**src/rtl/core/yuv_to_rgb_change_skip_defines.svh**
```systemverilog
// Assertion macros for the YUV to RGB change-skip converter
`ifndef YUV_TO_RGB_CHANGE_SKIP_DEFINES_SVH
`define YUV_TO_RGB_CHANGE_SKIP_DEFINES_SVH

// Same-cycle check, disabled while reset is held
`define YRCS_ASSERT_NOW(label, clk, rst_n, ante, cons, msg) \
    label: assert property (@(posedge clk) disable iff (!rst_n) (ante) |-> (cons)) \
        else $error(msg);

// Next-cycle check, disabled while reset is held
`define YRCS_ASSERT_NEXT(label, clk, rst_n, ante, cons, msg) \
    label: assert property (@(posedge clk) disable iff (!rst_n) (ante) |=> (cons)) \
        else $error(msg);

`endif

```
**src/rtl/core/yrcs_pkg.sv**
```systemverilog
// Shared types and widths for the YUV to RGB change-skip converter
`default_nettype none

package yrcs_pkg;

    localparam int unsigned PixW = 8;

    // One converted pixel as it moves between the color and gray sections
    typedef struct packed {
        logic            write_pixel;
        logic [PixW-1:0] red;
        logic [PixW-1:0] green;
        logic [PixW-1:0] blue;
    } t_pix;

endpackage

`default_nettype wire

```
**src/rtl/core/yuv_to_rgb_change_skip.sv**
```systemverilog
// Top level: YCbCr to RGB converter with previous-frame change skip
//
// Input word (s_axis): one pixel's luma and shared chroma plus the same three
//   samples from the previous frame. Output word (m_axis): RGB, or the gray
//   level on all three channels when gray mode is set; m_axis_tuser is the
//   write flag, low when all three samples match the previous frame, and
//   then the channels are zero.
// Config: i_cfg_wr_en writes bit 0 of i_cfg_wr_data into gray mode. Change it
//   only while no word is in flight.
// Pipeline: four register stages (products, sum/clamp, luma weights,
//   gray select). Throughput is one word per clock while m_axis_tready
//   is high; each stage advances whenever its successor is empty or moving,
//   so bubbles collapse.
// Stall: with m_axis_tready low the output word holds; the pipe keeps filling
//   until all four stages are occupied, then s_axis_tready drops. Nothing is
//   dropped or repeated.
// Reset: i_rst_n (synchronous, active low) empties every stage and clears
//   gray mode to color output.
`default_nettype none

`include "yuv_to_rgb_change_skip_defines.svh"

module yuv_to_rgb_change_skip (
    input  wire logic        i_clk,
    input  wire logic        i_rst_n,
    input  wire logic        i_cfg_wr_en,
    input  wire logic        i_cfg_wr_data,   // gray_mode
    input  wire logic        s_axis_tvalid,
    output      logic        s_axis_tready,
    // luma[7:0], chroma_b[15:8], chroma_r[23:16],
    // prev_luma[31:24], prev_chroma_b[39:32], prev_chroma_r[47:40]
    input  wire logic [47:0] s_axis_tdata,
    output      logic        m_axis_tvalid,
    input  wire logic        m_axis_tready,
    output      logic [23:0] m_axis_tdata,    // red[7:0], green[15:8], blue[23:16]
    output      logic        m_axis_tuser     // write_pixel
);

    logic           r_gray_mode;
    logic           w_mid_valid;
    logic           w_mid_ready;
    yrcs_pkg::t_pix w_mid_pix;
    yrcs_pkg::t_pix w_out_pix;

    always_ff @(posedge i_clk) begin
        if (!i_rst_n) begin
            r_gray_mode <= 1'b0;
        end else if (i_cfg_wr_en) begin
            r_gray_mode <= i_cfg_wr_data;
        end
    end

    // stages 1-2: change test, chroma products, RGB sums and clamp
    yrcs_conv u_conv (
        .i_clk           (i_clk),
        .i_rst_n         (i_rst_n),
        .i_valid         (s_axis_tvalid),
        .o_ready         (s_axis_tready),
        .i_luma          (s_axis_tdata[7:0]),
        .i_chroma_b      (s_axis_tdata[15:8]),
        .i_chroma_r      (s_axis_tdata[23:16]),
        .i_prev_luma     (s_axis_tdata[31:24]),
        .i_prev_chroma_b (s_axis_tdata[39:32]),
        .i_prev_chroma_r (s_axis_tdata[47:40]),
        .o_valid         (w_mid_valid),
        .i_ready         (w_mid_ready),
        .o_pix           (w_mid_pix)
    );

    // stages 3-4: luminance weights and output select; stage 4 is the output register
    yrcs_gray u_gray (
        .i_clk       (i_clk),
        .i_rst_n     (i_rst_n),
        .i_gray_mode (r_gray_mode),
        .i_valid     (w_mid_valid),
        .o_ready     (w_mid_ready),
        .i_pix       (w_mid_pix),
        .o_valid     (m_axis_tvalid),
        .i_ready     (m_axis_tready),
        .o_pix       (w_out_pix)
    );

    assign m_axis_tdata = {w_out_pix.blue, w_out_pix.green, w_out_pix.red};
    assign m_axis_tuser = w_out_pix.write_pixel;

    // skipped pixels carry zero color
    `YRCS_ASSERT_NOW(a_skip_zero, i_clk, i_rst_n, m_axis_tvalid && !m_axis_tuser, m_axis_tdata == 24'd0, "skipped word has nonzero color")

    // gray mode puts one level on all channels
    `YRCS_ASSERT_NOW(a_gray_equal, i_clk, i_rst_n, m_axis_tvalid && r_gray_mode, (m_axis_tdata[7:0] == m_axis_tdata[15:8]) && (m_axis_tdata[15:8] == m_axis_tdata[23:16]), "gray word channels differ")

    // an empty output stage lets the whole pipe move
    `YRCS_ASSERT_NOW(a_ready_when_drained, i_clk, i_rst_n, !m_axis_tvalid, s_axis_tready, "input stalled with empty output stage")

    // a stalled output word holds until it is taken
    `YRCS_ASSERT_NEXT(a_hold_stall, i_clk, i_rst_n, m_axis_tvalid && !m_axis_tready, m_axis_tvalid && $stable(m_axis_tdata) && $stable(m_axis_tuser), "output word changed under stall")

endmodule

`default_nettype wire

```
**src/rtl/core/yrcs_conv.sv**
```systemverilog
// Change detection and YCbCr to RGB color math, two pipeline stages
`default_nettype none

module yrcs_conv (
    input  wire logic                       i_clk,
    input  wire logic                       i_rst_n,
    input  wire logic                       i_valid,
    output      logic                       o_ready,
    input  wire logic [yrcs_pkg::PixW-1:0]  i_luma,
    input  wire logic [yrcs_pkg::PixW-1:0]  i_chroma_b,
    input  wire logic [yrcs_pkg::PixW-1:0]  i_chroma_r,
    input  wire logic [yrcs_pkg::PixW-1:0]  i_prev_luma,
    input  wire logic [yrcs_pkg::PixW-1:0]  i_prev_chroma_b,
    input  wire logic [yrcs_pkg::PixW-1:0]  i_prev_chroma_r,
    output      logic                       o_valid,
    input  wire logic                       i_ready,
    output      yrcs_pkg::t_pix             o_pix
);

    localparam logic signed [17:0] CoefRv = 18'sd358;
    localparam logic signed [17:0] CoefGu = 18'sd88;
    localparam logic signed [17:0] CoefGv = 18'sd182;
    localparam logic signed [17:0] CoefBu = 18'sd453;

    // floor(x / 256) clamped to 0..255
    function automatic logic [7:0] shift_clamp(input logic signed [18:0] x);
        logic [7:0] q;
        if (x[18]) begin
            q = 8'd0;
        end else if (|x[17:16]) begin
            q = 8'hFF;
        end else begin
            q = x[15:8];
        end
        return q;
    endfunction

    logic              w_ready1;
    logic              w_ready2;
    logic              w_same;
    logic signed [7:0] w_u;
    logic signed [7:0] w_v;

    // stage 1: products
    logic                    r1_valid;
    logic                    r1_write;
    logic [7:0]              r1_y;
    logic signed [17:0]      r1_prv;
    logic signed [17:0]      r1_pgu;
    logic signed [17:0]      r1_pgv;
    logic signed [17:0]      r1_pbu;

    // stage 2: sums and clamp
    logic signed [18:0]      w_ys;
    logic signed [18:0]      w_sum_r;
    logic signed [18:0]      w_sum_g;
    logic signed [18:0]      w_sum_b;
    logic                    r2_valid;
    yrcs_pkg::t_pix          r2_pix;

    assign w_ready2 = !r2_valid || i_ready;
    assign w_ready1 = !r1_valid || w_ready2;
    assign o_ready  = w_ready1;

    assign w_same = (i_luma == i_prev_luma) && (i_chroma_b == i_prev_chroma_b)
                 && (i_chroma_r == i_prev_chroma_r);

    // sample - 128 is the sample with its top bit flipped, read as signed
    assign w_u = signed'(i_chroma_b ^ 8'h80);
    assign w_v = signed'(i_chroma_r ^ 8'h80);

    always_ff @(posedge i_clk) begin
        if (!i_rst_n) begin
            r1_valid <= 1'b0;
        end else if (w_ready1) begin
            r1_valid <= i_valid;
        end
    end

    always_ff @(posedge i_clk) begin
        if (w_ready1 && i_valid) begin
            r1_write <= !w_same;
            r1_y     <= i_luma;
            r1_prv   <= 18'(w_v) * CoefRv;
            r1_pgu   <= 18'(w_u) * CoefGu;
            r1_pgv   <= 18'(w_v) * CoefGv;
            r1_pbu   <= 18'(w_u) * CoefBu;
        end
    end

    assign w_ys    = signed'({3'b000, r1_y, 8'h00});
    assign w_sum_r = w_ys + 19'(r1_prv);
    assign w_sum_g = w_ys - 19'(r1_pgu) - 19'(r1_pgv);
    assign w_sum_b = w_ys + 19'(r1_pbu);

    always_ff @(posedge i_clk) begin
        if (!i_rst_n) begin
            r2_valid <= 1'b0;
        end else if (w_ready2) begin
            r2_valid <= r1_valid;
        end
    end

    // unchanged pixels leave this stage as all-zero color
    always_ff @(posedge i_clk) begin
        if (w_ready2 && r1_valid) begin
            r2_pix.write_pixel <= r1_write;
            r2_pix.red         <= r1_write ? shift_clamp(w_sum_r) : 8'd0;
            r2_pix.green       <= r1_write ? shift_clamp(w_sum_g) : 8'd0;
            r2_pix.blue        <= r1_write ? shift_clamp(w_sum_b) : 8'd0;
        end
    end

    assign o_valid = r2_valid;
    assign o_pix   = r2_pix;

endmodule

`default_nettype wire

```
**src/rtl/core/yrcs_gray.sv**
```systemverilog
// Luminance weighting and gray/color select, two pipeline stages with output register
`default_nettype none

module yrcs_gray (
    input  wire logic            i_clk,
    input  wire logic            i_rst_n,
    input  wire logic            i_gray_mode,
    input  wire logic            i_valid,
    output      logic            o_ready,
    input  wire yrcs_pkg::t_pix  i_pix,
    output      logic            o_valid,
    input  wire logic            i_ready,
    output      yrcs_pkg::t_pix  o_pix
);

    // Q16 weights of 0.299, 0.587, 0.114
    localparam logic [23:0] GrayKr = 24'd19595;
    localparam logic [23:0] GrayKg = 24'd38470;
    localparam logic [23:0] GrayKb = 24'd7471;

    logic           w_ready3;
    logic           w_ready4;

    // stage 3: weighted products
    logic           r3_valid;
    yrcs_pkg::t_pix r3_pix;
    logic [23:0]    r3_pr;
    logic [23:0]    r3_pg;
    logic [23:0]    r3_pb;

    // stage 4: sum, scale, select
    logic [24:0]    w_sum;
    logic [7:0]     w_gray;
    logic           r4_valid;
    yrcs_pkg::t_pix r4_pix;

    assign w_ready4 = !r4_valid || i_ready;
    assign w_ready3 = !r3_valid || w_ready4;
    assign o_ready  = w_ready3;

    always_ff @(posedge i_clk) begin
        if (!i_rst_n) begin
            r3_valid <= 1'b0;
        end else if (w_ready3) begin
            r3_valid <= i_valid;
        end
    end

    always_ff @(posedge i_clk) begin
        if (w_ready3 && i_valid) begin
            r3_pix <= i_pix;
            r3_pr  <= 24'(i_pix.red) * GrayKr;
            r3_pg  <= 24'(i_pix.green) * GrayKg;
            r3_pb  <= 24'(i_pix.blue) * GrayKb;
        end
    end

    assign w_sum  = 25'(r3_pr) + 25'(r3_pg) + 25'(r3_pb);
    assign w_gray = w_sum[24] ? 8'hFF : w_sum[23:16];

    always_ff @(posedge i_clk) begin
        if (!i_rst_n) begin
            r4_valid <= 1'b0;
        end else if (w_ready4) begin
            r4_valid <= r3_valid;
        end
    end

    // skipped pixels are zero already, so gray of them is zero too
    always_ff @(posedge i_clk) begin
        if (w_ready4 && r3_valid) begin
            r4_pix.write_pixel <= r3_pix.write_pixel;
            r4_pix.red         <= i_gray_mode ? w_gray : r3_pix.red;
            r4_pix.green       <= i_gray_mode ? w_gray : r3_pix.green;
            r4_pix.blue        <= i_gray_mode ? w_gray : r3_pix.blue;
        end
    end

    assign o_valid = r4_valid;
    assign o_pix   = r4_pix;

endmodule

`default_nettype wire

```
**config.mk**
```make
export PLATFORM = sky130hd
export DESIGN_NAME = yuv_to_rgb_change_skip
export DESIGN_NICKNAME = d
export VERILOG_FILES = /design/src/rtl/core/yrcs_pkg.sv /design/src/rtl/core/yuv_to_rgb_change_skip.sv /design/src/rtl/core/yrcs_conv.sv /design/src/rtl/core/yrcs_gray.sv
export VERILOG_INCLUDE_DIRS = /design/src /design/src/rtl/core
export SDC_FILE = /design/constraint.sdc
export NUM_CORES = 1
export LEC_CHECK = 0
export BUFFER_PORTS_ARGS = -buffer_cell sky130_fd_sc_hd__buf_4
export CORE_UTILIZATION = 55
export CTS_CLUSTER_SIZE = 28
export DETAILED_ROUTE_END_ITERATION = 8
export GPL_TIMING_DRIVEN = 0
export PLACE_DENSITY = 0.72
export SLEW_MARGIN = 20
export SYNTH_ARGS = -nofsm -noshare
export SYNTH_HDL_FRONTEND = slang
export SYNTH_SLANG_ARGS = --single-unit
```
**constraint.sdc**
```tcl
create_clock -name i_clk -period 15.85 [get_ports i_clk]
set_input_delay 1.585 -clock i_clk [delete_from_list [all_inputs] [get_ports i_clk]]
set_output_delay 1.585 -clock i_clk [all_outputs]
set_load 0.03 [all_outputs]
```
==> impl_metrics.toml <==
[power]
p_per_area_nw_per_um2 = 155
ir_drop_v = 0.0000815
p_leak_uw = 0.0104

[floorplan]
rows = 68
core_area_um2 = 34600
ios = 81
die_area_um2 = 36000
die-height_um = 190
die_w_um = 190
start_util_pct = 56.0

[clocking]
cts_num_sinks = 202
numCtsBuffers = 23
clk_latency_ns = 0.51
path_clk_slew_ns = 0.06
post_cts_buffers = 0
cts_tree = "done"
cts-root-buf = "clkbuf_16"
hold_buffers = 0
post_cts_resized = 0
clock_path_buffers = 3
htreeDepth = 1

[yosys]
yosysTopAreaCell = "edfxtp_1"
ys_seq_elements = 202
yosys_most_used_dff = "edfxtp_1"
synth_area_leaders = "edfxtp_1 (31%), ha_1 (23%), fa_1 (15%), inv_1 (6.4%), xnor2_1 (4.5%)"
synthDistinctLibCells = 65
syn_nets = 2347
synth_top_area_share_pct = 30.5
yosysWarnings = 0
syn_avg_cell_area_um2 = 10.8
synth_common_cells = "ha_1 (360), inv_1 (328), edfxtp_1 (197), fa_1 (141), nor2_1 (102)"
seq_area_frac_synth_pct = 31.0
post_synth_inst_count = 1792
syn_area_um2 = 19400
synth-async-reset-ratio_pct = 0
synth.most_common_cell = "ha_1"
synth_edf_count = 197

[timing]
finalSetupViolations = 0
fin_crit_sh_pct = 36.5
rsz0062_at_grt = "false"
min_period_ns = 5.78
max_slew_margin_pct = 54.7
tightest_slew_ns = 0.670
tns_ns = 0
slew_violations = 0
hold_viol_final = 0
fin_skew_ns = 0.0104
max_freq_ghz = 0.173

[setup_path]
critPathRequiredTime_ns = 16.09
arrival_ns = 6.01
r2r_start = "u_conv.o_pix[5]"
timing.reg2reg.setup_slack_ns = 10.81
critPathMaxFanout = 11
worst_setup_path_end_kind = "flip-flop"
reg2reg_to = "u_gray.r3_pb[20]"
worst_setup_path_start_kind = "input port"
path_class = "in -> reg"
reg2regPathDepth = 13

[cells_and_area]
ff_latch_area_um2 = 6020
drive_gt1_share_pct = 7.45
fin_cells = 2374
multi_input_area_um2 = 12100
area_growth_syn_to_layout_pct = 10.7
n_antenna_cell = 0
fillCellCount = 2743
final_nets = 2459

[placement]
place.gp.congestion = 0.890
place_hpwl_mm = 33.5
portBuffers = 80
dp.cells = 2334

[run_status]
status = "finished, final reports clean"

[min_path]
hp-start = "u_conv.o_pix[24]"
hold_class = "reg -> reg"
hold_depth = 0
min_to = "u_gray.r3_pix[24]"

[route]
num_vias = 12800
drc = 0
drt_wl_total_mm = 39.7
dr.first_iter.drc_count = 574
drtAntennaViolNets = 0
wire_per_inst_um = 16.7
drt_first_pass_iters = 5
detail_route.vias_per_cell = 5.41

[grt]
globalRouteTotalUtil_pct = 23.0
grt_pass1_vias = 13400
grt_max_degree = 30
overflow = 0
grt_pass1_wl_mm = 65.3
antenna_found_initial = 0

[job]
max_cap_violations = 0
==> metal layers <==
layer / GRT usage (%) / wire length (um) / vias to the layer above
met3: 1.90 / 1120 / 76
met2: 42.6 / 20200 / 260
met5: 0 / 0 / -
li1: - / - / 6392
met4: 7.85 / 1460 / 0
met1: 28.0 / 16900 / 6114
==> cells by family (layout without fill, tap and decap cells) <==
logic type,count (synthesis),count (layout),synth area share (%)
compound gates,327,327,11.2
xor+xnor,129,129,5.83
fa+ha+maj,501,501,37.8
buf+inv,338,465,6.70
flops,202,202,31.0
mux,6,6,0.310
simple gates,289,289,7.12
==> power by group <==
part / total [uW] / internal, uW / leakage (uW) / switching, uW
clock network: 487 / 281 / 0.000335 / 206
registers: 838 / 768 / 0.00196 / 70.1
logic: 1990 / 879 / 0.00811 / 1120
total: 3320 / 1930 / 0.0104 / 1390
==> worst max path at each step <==
stage / from / endpoint / slack (ns)
final: s_axis_tdata[15] / u_conv.r1_pbu[17] / 10.07
after global routing: s_axis_tdata[15] / u_conv.r1_pbu[17] / 9.83
after CTS: s_axis_tdata[15] / u_conv.r1_pbu[17] / 10.11
after detailed placement: s_axis_tdata[15] / u_conv.r1_pbu[17] / 9.58
after global placement: m_axis_tready / u_gray.r3_pix[24] / 7.97
after floorplan: m_axis_tready / u_gray.r3_pb[10] / 9.51
==> sequential cells by signal (all words and copies together), names as in the netlist, 8 cells and up <==
register,cells
u_conv.r1_prv,12
u_gray.o_pix,25
u_conv.o_pix,25
u_conv.r1_pgu,12
u_gray.r3_pg,22
u_conv.r1_y,8
u_gray.r3_pix,25
u_conv.r1_pbu,11
u_gray.r3_pr,22
u_conv.r1_pgv,14
u_gray.r3_pb,20
==> layout by cell type (no fill, tap or decap), drive strengths merged, types with 38 or more instances in the layout <==
cell type  Yosys  layout
a21oi         94      94
edfxtp       197     197
ha           360     360
inv          328     328
o21ai         52      52
nor2         102     102
nand2         50      50
a21o          42      42
buf            2      89
xnor2        100     100
o21a          38      38
fa           141     141
==> metrics by stage <==
step / hold slack [ns] / setup slack [ns] / power, uW / util, % / instance area (um2)
global route: 0.442 / 9.83 / 3640 / 62.0 / 21500
finish: 0.433 / 10.07 / 3320 / 62.0 / 21500
floorplan: 0.400 / 9.51 / 2370 / - / 19400
detailed placement: 0.418 / 9.58 / 2840 / 60.0 / 20800
global placement: 0.406 / 7.97 / 2770 / 59.4 / 20600
CTS: 0.434 / 10.11 / 3340 / 62.0 / 21500
==> cell type report <==
class	instances	area share, %
plain buffers	10	0.315
clock buffers	26	2.74
clock inverters	14	0.455
inverters	328	5.74
multi-input cells	1252	56.5
flip-flops and latches	202	28.0
well taps	455	2.65
repair buffers	87	3.59
==> critical path: stages <==
cell and delay [ns]:
buf_4 0.11, clkbuf_1 0.34, inv_1 0.37, fa_1 0.58
inv_1 0.05, fa_1 0.47, inv_1 0.05, ha_1 0.29
ha_1 0.30, and3_1 0.16, a221oi_1 0.56, o21ai_1 0.29
o211a_1 0.29, o21a_1 0.18, o21a_1 0.18, nor2_1 0.11
xnor2_1 0.07
Power figures use the tool's default switching activity.
